--- config.mk ---
export PLATFORM = sky130hd
export DESIGN_NAME = integer_to_roman_encoder_flat
export DESIGN_NICKNAME = d
export VERILOG_FILES = /design/src/roman_pkg.sv /design/src/roman_in_if.sv /design/src/roman_out_if.sv /design/src/integer_to_roman_encoder.sv /design/src/flat_wrapper.sv
export SDC_FILE = /design/constraint.sdc
export NUM_CORES = 1
export LEC_CHECK = 0
export BUFFER_PORTS_ARGS = -buffer_cell sky130_fd_sc_hd__buf_2
export CORE_MARGIN = 3
export CORE_UTILIZATION = 63
export CTS_CLUSTER_DIAMETER = 40
export DETAILED_ROUTE_END_ITERATION = 16
export GPL_TIMING_DRIVEN = 0
export PLACE_DENSITY = 0.81
export SLEW_MARGIN = 30
export SYNTH_ARGS = -nofsm -noshare
export SYNTH_HDL_FRONTEND = slang
export SYNTH_SLANG_ARGS = --single-unit
export TNS_END_PERCENT = 100
--- constraint.sdc ---
create_clock -name i_clk -period 8.34 [get_ports i_clk]
set_clock_uncertainty 0.05 [all_clocks]
set_input_delay 1.668 -clock i_clk [delete_from_list [all_inputs] [get_ports i_clk]]
set_output_delay 1.668 -clock i_clk [all_outputs]
set_load 0.02 [all_outputs]
--- src/roman_pkg.sv ---
`timescale 1ns / 1ps
// roman numeral encoder package: widths, microcode word, control store and letter tables
// no dependencies; used by the interfaces and integer_to_roman_encoder

package roman_pkg;

    localparam int VALUE_W    = 12;
    localparam int SYM_W      = 7;
    localparam int DIG_W      = 4;
    localparam int PLACE_W    = 2;
    localparam int NUM_PLACES = 4;
    localparam int UPC_W      = 4;
    localparam int WEIGHT_W   = 14;
    localparam int MAX_DIGIT  = 9;

    localparam logic [PLACE_W-1:0] PLACE_UNITS     = 2'd0;
    localparam logic [PLACE_W-1:0] PLACE_TENS      = 2'd1;
    localparam logic [PLACE_W-1:0] PLACE_HUNDREDS  = 2'd2;
    localparam logic [PLACE_W-1:0] PLACE_THOUSANDS = 2'd3;

    localparam logic [SYM_W-1:0] ASC_C = 7'h43;
    localparam logic [SYM_W-1:0] ASC_D = 7'h44;
    localparam logic [SYM_W-1:0] ASC_I = 7'h49;
    localparam logic [SYM_W-1:0] ASC_L = 7'h4C;
    localparam logic [SYM_W-1:0] ASC_M = 7'h4D;
    localparam logic [SYM_W-1:0] ASC_V = 7'h56;
    localparam logic [SYM_W-1:0] ASC_X = 7'h58;

    typedef enum logic {
        ST_IDLE,
        ST_BUSY
    } t_state;

    typedef enum logic [1:0] {
        OP_EMIT,
        OP_SPLIT,
        OP_DISPATCH
    } t_op;

    typedef enum logic [1:0] {
        SEL_ONE,
        SEL_FIVE,
        SEL_TEN
    } t_sel;

    typedef struct packed {
        t_op              op;
        t_sel             sel;
        logic             digit_end;
        logic [UPC_W-1:0] next;
    } t_uword;

    // control store entry points
    localparam logic [UPC_W-1:0] UA_ONE4     = 4'd0;
    localparam logic [UPC_W-1:0] UA_ONE3     = 4'd1;
    localparam logic [UPC_W-1:0] UA_ONE2     = 4'd2;
    localparam logic [UPC_W-1:0] UA_ONE1     = 4'd3;
    localparam logic [UPC_W-1:0] UA_FIVE3    = 4'd4;
    localparam logic [UPC_W-1:0] UA_FIVE2    = 4'd5;
    localparam logic [UPC_W-1:0] UA_FIVE1    = 4'd6;
    localparam logic [UPC_W-1:0] UA_FIVE0    = 4'd7;
    localparam logic [UPC_W-1:0] UA_ONE_FIVE = 4'd8;
    localparam logic [UPC_W-1:0] UA_ONE_TEN  = 4'd9;
    localparam logic [UPC_W-1:0] UA_TEN      = 4'd10;
    localparam logic [UPC_W-1:0] UA_SPLIT    = 4'd11;
    localparam logic [UPC_W-1:0] UA_DISPATCH = 4'd12;

    function automatic t_uword ucode(input logic [UPC_W-1:0] addr);
        t_uword w;
        w = '{op: OP_DISPATCH, sel: SEL_ONE, digit_end: 1'b0, next: UA_DISPATCH};
        unique case (addr)
            UA_ONE4:     w = '{op: OP_EMIT, sel: SEL_ONE,  digit_end: 1'b0, next: UA_ONE3};
            UA_ONE3:     w = '{op: OP_EMIT, sel: SEL_ONE,  digit_end: 1'b0, next: UA_ONE2};
            UA_ONE2:     w = '{op: OP_EMIT, sel: SEL_ONE,  digit_end: 1'b0, next: UA_ONE1};
            UA_ONE1:     w = '{op: OP_EMIT, sel: SEL_ONE,  digit_end: 1'b1, next: UA_ONE1};
            UA_FIVE3:    w = '{op: OP_EMIT, sel: SEL_FIVE, digit_end: 1'b0, next: UA_ONE3};
            UA_FIVE2:    w = '{op: OP_EMIT, sel: SEL_FIVE, digit_end: 1'b0, next: UA_ONE2};
            UA_FIVE1:    w = '{op: OP_EMIT, sel: SEL_FIVE, digit_end: 1'b0, next: UA_ONE1};
            UA_FIVE0:    w = '{op: OP_EMIT, sel: SEL_FIVE, digit_end: 1'b1, next: UA_FIVE0};
            UA_ONE_FIVE: w = '{op: OP_EMIT, sel: SEL_ONE,  digit_end: 1'b0, next: UA_FIVE0};
            UA_ONE_TEN:  w = '{op: OP_EMIT, sel: SEL_ONE,  digit_end: 1'b0, next: UA_TEN};
            UA_TEN:      w = '{op: OP_EMIT, sel: SEL_TEN,  digit_end: 1'b1, next: UA_TEN};
            UA_SPLIT:    w = '{op: OP_SPLIT, sel: SEL_ONE, digit_end: 1'b0, next: UA_DISPATCH};
            default:     w = '{op: OP_DISPATCH, sel: SEL_ONE, digit_end: 1'b0,
                               next: UA_DISPATCH};
        endcase
        return w;
    endfunction

    // first control word of a nonzero digit
    function automatic logic [UPC_W-1:0] entry(input logic [DIG_W-1:0] digit,
                                               input logic             thousands);
        logic [UPC_W-1:0] a;
        a = UA_ONE1;
        unique case (digit)
            4'd1:    a = UA_ONE1;
            4'd2:    a = UA_ONE2;
            4'd3:    a = UA_ONE3;
            4'd4:    a = thousands ? UA_ONE4 : UA_ONE_FIVE;
            4'd5:    a = UA_FIVE0;
            4'd6:    a = UA_FIVE1;
            4'd7:    a = UA_FIVE2;
            4'd8:    a = UA_FIVE3;
            4'd9:    a = UA_ONE_TEN;
            default: a = UA_ONE1;
        endcase
        return a;
    endfunction

    function automatic logic [SYM_W-1:0] letter(input logic [PLACE_W-1:0] place,
                                                input t_sel               sel);
        logic [SYM_W-1:0] s;
        s = ASC_M;
        unique case (place)
            PLACE_UNITS:    s = (sel == SEL_ONE) ? ASC_I : (sel == SEL_FIVE) ? ASC_V : ASC_X;
            PLACE_TENS:     s = (sel == SEL_ONE) ? ASC_X : (sel == SEL_FIVE) ? ASC_L : ASC_C;
            PLACE_HUNDREDS: s = (sel == SEL_ONE) ? ASC_C : (sel == SEL_FIVE) ? ASC_D : ASC_M;
            default:        s = ASC_M;
        endcase
        return s;
    endfunction

    // digit times the place weight
    function automatic logic [WEIGHT_W-1:0] weight(input logic [PLACE_W-1:0] place,
                                                   input logic [DIG_W-1:0]   digit);
        logic [WEIGHT_W-1:0] w;
        w = '0;
        unique case (place)
            PLACE_UNITS:    w = WEIGHT_W'(digit);
            PLACE_TENS:     w = WEIGHT_W'(digit * 10);
            PLACE_HUNDREDS: w = WEIGHT_W'(digit * 100);
            default:        w = WEIGHT_W'(digit * 1000);
        endcase
        return w;
    endfunction

    // highest set position of a digit mask
    function automatic logic [PLACE_W-1:0] highest(input logic [NUM_PLACES-1:0] mask);
        logic [PLACE_W-1:0] p;
        p = '0;
        for (int i = 0; i < NUM_PLACES; i++) begin
            if (mask[i]) begin
                p = PLACE_W'(i);
            end
        end
        return p;
    endfunction

endpackage

--- src/roman_in_if.sv ---
`timescale 1ns / 1ps
// input channel of the roman numeral encoder: valid, ready and one integer word
// depends on roman_pkg

interface roman_in_if;
    import roman_pkg::*;

    logic               valid;
    logic               ready;
    logic [VALUE_W-1:0] value;

    modport source (output valid, output value, input ready);
    modport sink   (input valid, input value, output ready);
endinterface

--- src/roman_out_if.sv ---
`timescale 1ns / 1ps
// output channel of the roman numeral encoder: valid, ready, one letter and a last flag
// depends on roman_pkg

interface roman_out_if;
    import roman_pkg::*;

    logic             valid;
    logic             ready;
    logic [SYM_W-1:0] symbol;
    logic             last;

    modport source (output valid, output symbol, output last, input ready);
    modport sink   (input valid, input symbol, input last, output ready);
endinterface

--- src/integer_to_roman_encoder.sv ---
`timescale 1ns / 1ps
// roman numeral encoder top level: microcoded sequencer with digit split datapath
// depends on roman_pkg, roman_in_if and roman_out_if
//
// usage
//   i_item carries one integer word (0 to 3999) per handshake. o_sym returns the
//   roman numeral as ascii letters, one word per letter, thousands first, with
//   last set on the final letter. a zero value returns no words at all.
//   the control store runs: three split steps (thousands, hundreds, tens; the
//   units fall out of the last one), one dispatch step, then one emit step per
//   letter, an item having 0 to 15 letters. the first letter is registered on
//   the output by the first emit step, after the split and dispatch steps. the
//   sequencer is shared by all steps, so one item is in work at a time and
//   i_item.ready is high only when idle. the output register lets the last
//   letter wait while a new word is taken. when o_sym.ready is low and a letter
//   is waiting on the output, an emit step holds and the letter stays on the
//   output. reset (synchronous, active low) returns to idle and drops
//   o_sym.valid.

module integer_to_roman_encoder (
    input  logic        i_clk,
    input  logic        i_rst_n,
    roman_in_if.sink    i_item,
    roman_out_if.source o_sym
);
    import roman_pkg::*;

    t_state             r_state, n_state;
    logic [UPC_W-1:0]   r_upc, n_upc;
    logic [VALUE_W-1:0] r_rem, n_rem;
    logic [PLACE_W-1:0] r_place, n_place;
    logic [DIG_W-1:0]   r_dig [NUM_PLACES];
    logic [DIG_W-1:0]   n_dig [NUM_PLACES];
    logic               r_out_valid, n_out_valid;
    logic [SYM_W-1:0]   r_symbol, n_symbol;
    logic               r_last, n_last;

    t_uword              uw;
    logic [DIG_W-1:0]    split_dig;
    logic [VALUE_W-1:0]  split_rem;
    logic [NUM_PLACES-1:0] nz;
    logic [NUM_PLACES-1:0] below;
    logic [PLACE_W-1:0]  top_place;
    logic [PLACE_W-1:0]  below_place;
    logic                slot_free;

    assign uw        = ucode(r_upc);
    assign slot_free = !r_out_valid || o_sym.ready;

    assign i_item.ready = (r_state == ST_IDLE);
    assign o_sym.valid  = r_out_valid;
    assign o_sym.symbol = r_symbol;
    assign o_sym.last   = r_last;

    // digit of the current place by comparing against its multiples
    always_comb begin
        split_dig = '0;
        for (int d = 1; d <= MAX_DIGIT; d++) begin
            if ({2'b00, r_rem} >= weight(r_place, DIG_W'(d))) begin
                split_dig = DIG_W'(d);
            end
        end
        split_rem = VALUE_W'({2'b00, r_rem} - weight(r_place, split_dig));
    end

    always_comb begin
        for (int i = 0; i < NUM_PLACES; i++) begin
            nz[i]    = (r_dig[i] != '0);
            below[i] = nz[i] && (PLACE_W'(i) < r_place);
        end
        top_place   = highest(nz);
        below_place = highest(below);
    end

    always_comb begin
        n_state     = r_state;
        n_upc       = r_upc;
        n_rem       = r_rem;
        n_place     = r_place;
        n_dig       = r_dig;
        n_out_valid = r_out_valid && !o_sym.ready;
        n_symbol    = r_symbol;
        n_last      = r_last;

        unique case (r_state)
            ST_IDLE: begin
                if (i_item.valid) begin
                    n_state = ST_BUSY;
                    n_rem   = i_item.value;
                    n_place = PLACE_THOUSANDS;
                    n_upc   = UA_SPLIT;
                end
            end
            ST_BUSY: begin
                unique case (uw.op)
                    OP_SPLIT: begin
                        n_dig[r_place] = split_dig;
                        n_rem          = split_rem;
                        n_place        = r_place - 1'b1;
                        if (r_place == PLACE_TENS) begin
                            n_dig[PLACE_UNITS] = split_rem[DIG_W-1:0];
                            n_upc              = uw.next;
                        end
                    end
                    OP_EMIT: begin
                        if (slot_free) begin
                            n_out_valid = 1'b1;
                            n_symbol    = letter(r_place, uw.sel);
                            n_last      = uw.digit_end && (below == '0);
                            if (uw.digit_end) begin
                                if (below != '0) begin
                                    n_place = below_place;
                                    n_upc   = entry(r_dig[below_place], 1'b0);
                                end else begin
                                    n_state = ST_IDLE;
                                end
                            end else begin
                                n_upc = uw.next;
                            end
                        end
                    end
                    default: begin
                        if (nz == '0) begin
                            n_state = ST_IDLE;
                        end else begin
                            n_place = top_place;
                            n_upc   = entry(r_dig[top_place], top_place == PLACE_THOUSANDS);
                        end
                    end
                endcase
            end
            default: begin
                n_state = ST_IDLE;
            end
        endcase
    end

    always_ff @(posedge i_clk) begin
        if (!i_rst_n) begin
            r_state     <= ST_IDLE;
            r_out_valid <= 1'b0;
        end else begin
            r_state     <= n_state;
            r_out_valid <= n_out_valid;
        end
    end

    always_ff @(posedge i_clk) begin
        r_upc    <= n_upc;
        r_rem    <= n_rem;
        r_place  <= n_place;
        r_dig    <= n_dig;
        r_symbol <= n_symbol;
        r_last   <= n_last;
    end

endmodule

--- src/flat_wrapper.sv ---
// flat-port wrapper written by rule: the top's interface ports become plain ports
module integer_to_roman_encoder_flat import roman_pkg::*;
  (i_clk, i_rst_n, i_item_valid, i_item_value, i_item_ready, o_sym_valid, o_sym_symbol, o_sym_last, o_sym_ready);
  roman_in_if i_item_i ();
  roman_out_if o_sym_i ();
  input  logic i_clk;
  input  logic i_rst_n;
  input wire logic [$bits(i_item_i.valid)-1:0] i_item_valid;
  input wire logic [$bits(i_item_i.value)-1:0] i_item_value;
  output wire logic [$bits(i_item_i.ready)-1:0] i_item_ready;
  output wire logic [$bits(o_sym_i.valid)-1:0] o_sym_valid;
  output wire logic [$bits(o_sym_i.symbol)-1:0] o_sym_symbol;
  output wire logic [$bits(o_sym_i.last)-1:0] o_sym_last;
  input wire logic [$bits(o_sym_i.ready)-1:0] o_sym_ready;
  assign i_item_i.valid = i_item_valid;
  assign i_item_i.value = i_item_value;
  assign i_item_ready = i_item_i.ready;
  assign o_sym_valid = o_sym_i.valid;
  assign o_sym_symbol = o_sym_i.symbol;
  assign o_sym_last = o_sym_i.last;
  assign o_sym_i.ready = o_sym_ready;
  integer_to_roman_encoder u_core (.i_clk(i_clk), .i_rst_n(i_rst_n), .i_item(i_item_i), .o_sym(o_sym_i));
endmodule
==> results of run 1 <==
synth_stat cells, types with 4 or more instances:
| library cell | number |
|---|---|
| ha_1 | 85 |
| nor2_1 | 56 |
| inv_1 | 48 |
| nand2_1 | 47 |
| a21oi_1 | 41 |
| edfxtp_1 | 40 |
| o21ai_0 | 36 |
| nand3_1 | 15 |
| xnor2_1 | 15 |
| clkbuf_1 | 14 |
| nor2b_1 | 12 |
| dfxtp_1 | 11 |
| o21a_1 | 11 |
| a211oi_1 | 9 |
| fa_1 | 9 |
| a31oi_1 | 8 |
| nor3_1 | 8 |
| o211ai_1 | 8 |
| a21o_1 | 7 |
| mux2_2 | 7 |
| mux2i_1 | 7 |
| nor4_1 | 7 |
| a221o_1 | 6 |
| and3_1 | 6 |
| nand2b_1 | 6 |
| nand4_1 | 6 |
| a22oi_1 | 5 |
| nor4b_1 | 5 |
| o31ai_1 | 5 |
| a211o_1 | 4 |
| buf_4 | 4 |
| nand3b_1 | 4 |
| nand4b_1 | 4 |
| or3_1 | 4 |
state kept, by name (all words and copies together), names as in the netlist:
signal / flops
u_core.o_sym.symbol: 5
u_core.r_upc: 4
u_core.r_state: 1
u_core.r_place: 2
u_core.uw: 9
u_core.o_sym.last: 1
u_core.r_dig: 16
u_core.r_rem: 12
u_core.o_sym.valid: 1
worst paths after layout:
check                                         from                 end  slack (ns)  cells past startpoint
worst min-delay path            u_core.o_sym.valid  u_core.o_sym.valid        0.56                      2
worst min register to register  u_core.o_sym.valid  u_core.o_sym.valid        0.56                      2
worst max register to register   u_core.r_place[1]    u_core.r_rem[11]        0.50                     27
worst max-delay path             u_core.r_place[1]    u_core.r_rem[11]        0.50                     27
per-layer routing:
layer  vias up  part of all wire  GRT usage
li1       2485                 -          -
met1      2548              0.43      0.424
met2       297              0.46      0.508
met3        47             0.086     0.0510
met4         0             0.024     0.0941
met5         -                 0          0
kinds of logic after synthesis:
kind of cell / share of synthesized area
AO/OA/AOI/OAI: 0.232
XOR/XNOR: 0.0260
adder cells (fa/ha/maj): 0.217
buffers and inverters: 0.0485
flip-flops: 0.248
multiplexers: 0.0299
other: 0.00131
AND/OR/NAND/NOR: 0.197
cell type report:
class / count / area [sq um]
Multi-Input combinational cell: 522 / 4060
Fill cell: 719 / 2640
Sequential cell: 51 / 1420
Inverter: 51 / 195
Tap cell: 108 / 135
Timing Repair Buffer: 24 / 126
Buffer: 19 / 87.6
Clock buffer: 6 / 82.6
Clock inverter: 2 / 15.0
worst max-delay path: stages, from the launching register on:
cell and delay [ns]:
edfxtp_1 0.54, ha_1 0.24, clkbuf_1 0.45, inv_2 0.31, ha_1 0.46, a211oi_1 0.25, o21ai_0 0.18, a2111o_1 0.40
o21ai_0 0.20, nand2_1 0.13, a211o_1 0.37, and2_0 0.16, clkbuf_2 0.23, fa_1 0.63, inv_1 0.11, fa_1 0.52
inv_1 0.04, ha_1 0.33, xnor2_1 0.15, a22oi_1 0.23, ha_1 0.34, and3_1 0.20, a211oi_1 0.39, o21bai_1 0.11
a21oi_1 0.18, xnor2_1 0.18, nor4_1 0.07, nand3b_1 0.16
through the flow:
stage | std cells | utilization | hold WS [ns]
finish | 783 | 0.699 | 0.560
global route | 783 | 0.699 | 0.617
CTS | 783 | 0.698 | 0.554
detailed placement | 775 | 0.686 | 0.535
global placement | 774 | 0.682 | 0.519
floorplan | 643 | - | 0.518
cell usage in the layout (no fill, tap or decap), drive strengths merged, types with 10 or more instances in the layout:
| cell | synthesis | final |
|---|---|---|
| nor2b | 13 | 13 |
| ha | 85 | 85 |
| buf | 5 | 29 |
| xnor2 | 15 | 15 |
| nand3 | 15 | 15 |
| nand2 | 49 | 49 |
| edfxtp | 40 | 40 |
| inv | 49 | 50 |
| o21ai | 37 | 37 |
| o21a | 11 | 11 |
| nor4 | 10 | 10 |
| clkbuf | 14 | 20 |
| dfxtp | 11 | 11 |
| nor2 | 56 | 56 |
| a21oi | 41 | 41 |
what timing repair did:
action                                  in CTS  in global routing
endpoints found under the setup margin       1                  2
setup buffers                                0                  0
pin swaps                                    0                  0
gates resized for setup                      2                  4
==> results.cfg, run 1 <==
[timing]
worst_slew_pin_slew_ns = 0.751
tns_ns = 0
rsz0062_at_grt = false
hold_viol = 0
period_needed_ns = 7.84
final_max_slew_viol_count = 0
report.final.setup_viol = 0
fmaxAchievable_mhz = 128
post-route-period-util = 0.940
relSlewSlack = 0.499
postLayoutSetupSlackWorst_ns = 0.501

[clocking]
cts_tree = done
clkTransAtPathRegs_ns = 0.11
cts.sinks = 51
cts_buffers = 5
clockRootBuffer = clkbuf_8
cts_buffer_depth = 2
ctsHtreeMaxLevel = 2
worstSkewPairLatency_ns = 0.32
cts_hold_buf = 0

[cells_and_area]
antenna_cells = 0
layout-drive-gt1-share = 0.114
fin_nets = 784
area_delta_synth_final_pct = 6.88
fin_area_sq_um = 6120

[critical_path]
arrival_ns = 7.87
required_ns = 8.37
cp-end-kind = flop
critical_path.max_fanout = 17
critPathKind = flop to flop
start_kind = flop

[min_path]
hold_path.class = flop to flop

[synthesis]
synth.avg_cell_area_sq_um = 8.91
synth_seq_cells = 51
synthDistinctLibCells = 88
syn_inst = 643
synth_fp_nets = 753
yosysSeqAreaShare = 0.248
yosys_most_used_dff = edfxtp_1
synth_edf_count = 40
yosysWarnings = 0
synth.cell_area_sq_um = 5730
async_flop_share = 0
synth_top_cell_by_area = edfxtp_1
synth_top_area_frac = 0.210
synth_area_leaders = edfxtp_1 (21%), ha_1 (19%), dfxtp_1 (3.8%), nor2_1 (3.7%), a21oi_1 (3.6%)

[placed_design]
place_area_sq_um = 6010
pre_cts_slack_ns = -0.0411
hpwl_mm = 11.9
io_buffer_count = 23
gp_congestion = 0.943

[grt]
antenna_found_initial = 0
grt_pass1_vias = 5263
track_usage = 0.311
grt_max_degree = 18
grt_overflow_total = 0
grt_pass1_wl_mm = 25.5

[routing]
routed_via_density = 6.87
dr_total_vias = 5377
wirelength_mm = 15.5
ant_nets = 0
wl_per_cell_um = 19.8
first_pass_iters = 7
first_iter_violations = 404
drc = 0

[job]
maxCapViolCount = 0

[die]
die_area_sq_um = 10300
start_util = 0.654
core_sq_um = 8760
rows = 34
pin_count = 26
die_w_um = 101
die_y_um = 101

[outcome]
status = completed
Power of run 1 is not shown: default switching activity piles up to over one toggle a cycle in this logic, so the estimate is an artifact.
==> inputs of run 2 (changes only) <==
--- a/config.mk
+++ b/config.mk
@@ -5,6 +5,7 @@
 export SDC_FILE = /design/constraint.sdc
 export NUM_CORES = 1
 export LEC_CHECK = 0
+export ABC_AREA = 1
 export BUFFER_PORTS_ARGS = -buffer_cell sky130_fd_sc_hd__buf_2
 export CORE_MARGIN = 3
 export CORE_UTILIZATION = 63
==> results.cfg, run 2 <==
[outcome]
status = completed

[synthesis]
synth.avg_cell_area_sq_um = 6.92
synth_area_leaders = edfxtp_1 (20%), ha_1 (17%), nand2_1 (14%), inv_1 (8.5%), nand3_1 (5.1%)
synth.cell_area_sq_um = 6150
synth_fp_nets = 999
synth_top_area_frac = 0.195
synth_seq_cells = 51
yosysWarnings = 0
syn_inst = 889
synth_top_cell_by_area = edfxtp_1
ys_top_cells_by_count = nand2_1 (223), inv_1 (139), ha_1 (85)
yosysSeqAreaShare = 0.231
synth_edf_count = 40
synthDistinctLibCells = 56
yosysMostFrequentCell = nand2_1
async_flop_share = 0
yosys_most_used_dff = edfxtp_1

[cells_and_area]
fill_cells = 848
fin_nets = 1029
largest_register_ffs = 16
fin_util = 0.696
final_cells = 1049
final_common_cell = nand2_1
antenna_cells = 0
layout-drive-gt1-share = 0.108
area_delta_synth_final_pct = 6.00
top_register = u_core.r_dig
layout_common_cells = nand2_1 (223), inv_1 (139), ha_1 (85)

[die]
start_util = 0.656
rows = 35
die_area_sq_um = 11000
die_y_um = 105
die_w_um = 105
pin_count = 26
core_sq_um = 9370

[timing]
tns_ns = 0
final_max_slew_viol_count = 0
hold_viol = 0
worst_slew_pin_slew_ns = 0.750
report.final.setup_viol = 0
post-route-period-util = 0.932
rsz0062_at_grt = false
relSlewSlack = 0.500
period_needed_ns = 7.78
whs_ns = 0.575
fmaxAchievable_mhz = 129

[critical_path]
critical_path.max_fanout = 14
arrival_ns = 7.80
rrSetupSlack_ns = 0.56
critPathSlowestCell = buf_1
rr_startpoint = u_core.r_place[1]
start_kind = flop
cpPeakStageDelay_ns = 0.61
cp_common_cell = inv_1
required_ns = 8.36
cp-end-kind = flop
critPathKind = flop to flop
crit_start = u_core.r_place[1]

[clocking]
cts-resized-gates = 0
post_cts_buffers = 0
cts_tree = done
clkTransAtPathRegs_ns = 0.10
cts_buffers = 5
worstSkewPairLatency_ns = 0.31
cts_buffer_depth = 2
clockRootBuffer = clkbuf_8
cts_hold_buf = 0
ctsHtreeMaxLevel = 2
cts.sinks = 51

[routing]
wl_per_cell_um = 16.1
first_iter_violations = 444
drc = 0
dr_total_vias = 6051
wirelength_mm = 16.9
first_pass_iters = 6
ant_nets = 0
routed_via_density = 5.77

[placed_design]
place_inst = 1041
io_buffer_count = 23
gp_congestion = 0.952
hpwl_mm = 13.5

[grt]
grt_pass1_vias = 5751
grt_max_degree = 18
grt_overflow_total = 0
track_usage = 0.311
antenna_found_initial = 0
grt_pass1_wl_mm = 27.8

[min_path]
hold_path.class = flop to flop
hp-start = u_core.r_upc[3]

[job]
maxCapViolCount = 0
[run 2: area by class of cell]
cell class | instances | area [sq um] | area share
Multi-Input combinational cell | 667 | 4070 | 0.624
Tap cell | 129 | 161 | 0.0248
Buffer | 12 | 71.3 | 0.0109
Sequential cell | 51 | 1420 | 0.218
Inverter | 159 | 598 | 0.0917
Clock buffer | 6 | 72.6 | 0.0111
Clock inverter | 2 | 13.8 | 0.00211
Timing Repair Buffer | 23 | 115 | 0.0177
[run 2: worst paths after layout]
kind / to / cells after the start
worst min-delay path: u_core.uw[5] / 3
worst max register to register: u_core.r_rem[11] / 34
worst min register to register: u_core.uw[5] / 3
worst max-delay path: u_core.r_rem[11] / 34
[run 2: critical path, delay by kind of cell, from the launching register on]
kind	cells	cell delay, ns
flops	1	0.58
xor+xnor	1	0.23
simple gates	14	1.85
fa+ha+maj	6	2.30
compound gates	5	0.67
buf+inv	8	1.84
[run 2: cells by family (layout without fill, tap and decap cells)]
family,Yosys count,after routing,share of synthesized area
adder cells (fa/ha/maj),94,94,0.202
other,2,2,0.00122
XOR/XNOR,11,11,0.0169
AO/OA/AOI/OAI,134,134,0.122
buffers and inverters,171,202,0.109
AND/OR/NAND/NOR,426,426,0.318
flip-flops,51,51,0.231
[run 2: metrics by stage]
step                cell area (sq um)  setup WS [ns]
floorplan                        6150           2.10
global placement                 6430          0.651
detailed placement               6430          0.517
CTS                              6520          0.489
global route                     6520         0.0698
finish                           6520          0.565
[run 2: layer usage]
layer / global-route usage / part of all wire
met1: 0.438 / 0.43
met2: 0.505 / 0.45
met3: 0.0395 / 0.095
met4: 0.0815 / 0.017
met5: 0 / 0
Power of run 2 is left out for the same reason.
==> inputs of run 3 (changes only) <==
--- a/config.mk
+++ b/config.mk
@@ -12,7 +12,7 @@
 export CTS_CLUSTER_DIAMETER = 40
 export DETAILED_ROUTE_END_ITERATION = 16
 export GPL_TIMING_DRIVEN = 0
-export PLACE_DENSITY = 0.81
+export PLACE_DENSITY_LB_ADDON = 0.15
 export SLEW_MARGIN = 30
 export SYNTH_ARGS = -nofsm -noshare
 export SYNTH_HDL_FRONTEND = slang
==> results.cfg, run 3 (synthesized netlist as in run 2, its figures left out) <==
[timing]
hold_viol = 0
rsz0062_at_grt = false
report.final.setup_viol = 0
relSlewSlack = 0.367
post-route-period-util = 0.946
period_needed_ns = 7.89
worst_slew_pin_slew_ns = 0.949
final_max_slew_viol_count = 0
fmaxAchievable_mhz = 127
tns_ns = 0

[die]
core_sq_um = 9370
rows = 35
die_y_um = 105
pin_count = 26
die_w_um = 105
start_util = 0.656
die_area_sq_um = 11000

[routing]
drc = 0
wirelength_mm = 17.3
routed_via_density = 5.87
first_pass_iters = 7
dr_total_vias = 6147
first_iter_violations = 591
ant_nets = 0
wl_per_cell_um = 16.5

[placed_design]
hpwl_mm = 13.6
io_buffer_count = 23
gp_congestion = 0.977

[grt]
track_usage = 0.316
grt_pass1_wl_mm = 28.1
grt_pass1_vias = 5779
antenna_found_initial = 0
grt_max_degree = 18
grt_overflow_total = 0

[critical_path]
cpPeakStageDelay_ns = 0.73
required_ns = 8.36
critical_path.max_fanout = 17
cp-end-kind = flop
critPathKind = flop to flop
arrival_ns = 7.91
start_kind = flop
cp_common_cell = inv_1
critPathSlowestCell = clkbuf_1

[cells_and_area]
largest_register_ffs = 16
fin_nets = 1028
layout-drive-gt1-share = 0.108
antenna_cells = 0
area_delta_synth_final_pct = 6.32
top_register = u_core.r_dig
final_common_cell = nand2_1
layout_common_cells = nand2_1 (223), inv_1 (139), ha_1 (85)

[clocking]
clockRootBuffer = clkbuf_8
cts_buffer_depth = 2
cts_hold_buf = 0
worstSkewPairLatency_ns = 0.31
post_cts_buffers = 0
cts.sinks = 51
clkTransAtPathRegs_ns = 0.10
ctsHtreeMaxLevel = 2
cts_buffers = 5
cts_tree = done
cts-resized-gates = 0

[min_path]
hold_path.class = flop to flop

[job]
maxCapViolCount = 0

[outcome]
status = completed
-- run 3: cell type report --
| type | count | area (sq um) |
|---|---|---|
| flip-flops and latches | 51 | 1420 |
| plain buffers | 11 | 66.3 |
| clock buffers | 6 | 93.8 |
| inverters | 159 | 598 |
| multi-input cells | 667 | 4070 |
| fillers | 814 | 2830 |
| clock inverters | 2 | 17.5 |
| repair buffers | 23 | 115 |
| well taps | 129 | 161 |
-- run 3: worst paths after layout --
check / from / end / slack (ns) / cells past startpoint
hold reg to reg: u_core.r_upc[3] / u_core.uw[5] / 0.56 / 3
setup reg to reg: u_core.r_place[1] / u_core.r_rem[11] / 0.45 / 34
hold / removal: u_core.r_upc[3] / u_core.uw[5] / 0.56 / 3
setup / recovery: u_core.r_place[1] / u_core.r_rem[11] / 0.45 / 34
-- run 3: routing by layer --
layer / up-vias / routed length (um) / track usage
met4: 0 / 456 / 0.106
met3: 47 / 1690 / 0.0420
met2: 324 / 7820 / 0.510
met1: 2802 / 7320 / 0.438
met5: - / 0 / 0
li1: 2974 / - / -
-- run 3: critical path: cells and delay by family, from the launching register on --
family                     cells  cell delay, ns
adders and majority gates      6            2.32
buffers and inverters          8            1.83
and+or+nand+nor               13            1.58
AOI/OAI and AO/OA              6            1.08
DFF                            1            0.58
xor gates and xnor gates       1            0.20
-- run 3: through the flow --
stage	util	hold slack [ns]	setup WS (ns)	cell area, sq um	std cells
global placement	0.686	0.516	0.697	6430	1041
global route	0.698	0.577	0.0579	6540	1048
finish	0.698	0.562	0.448	6540	1048
floorplan	-	0.485	2.10	6150	889
CTS	0.698	0.554	0.624	6540	1049
detailed placement	0.686	0.538	0.645	6430	1041
Power of run 3 is left out for the same reason.
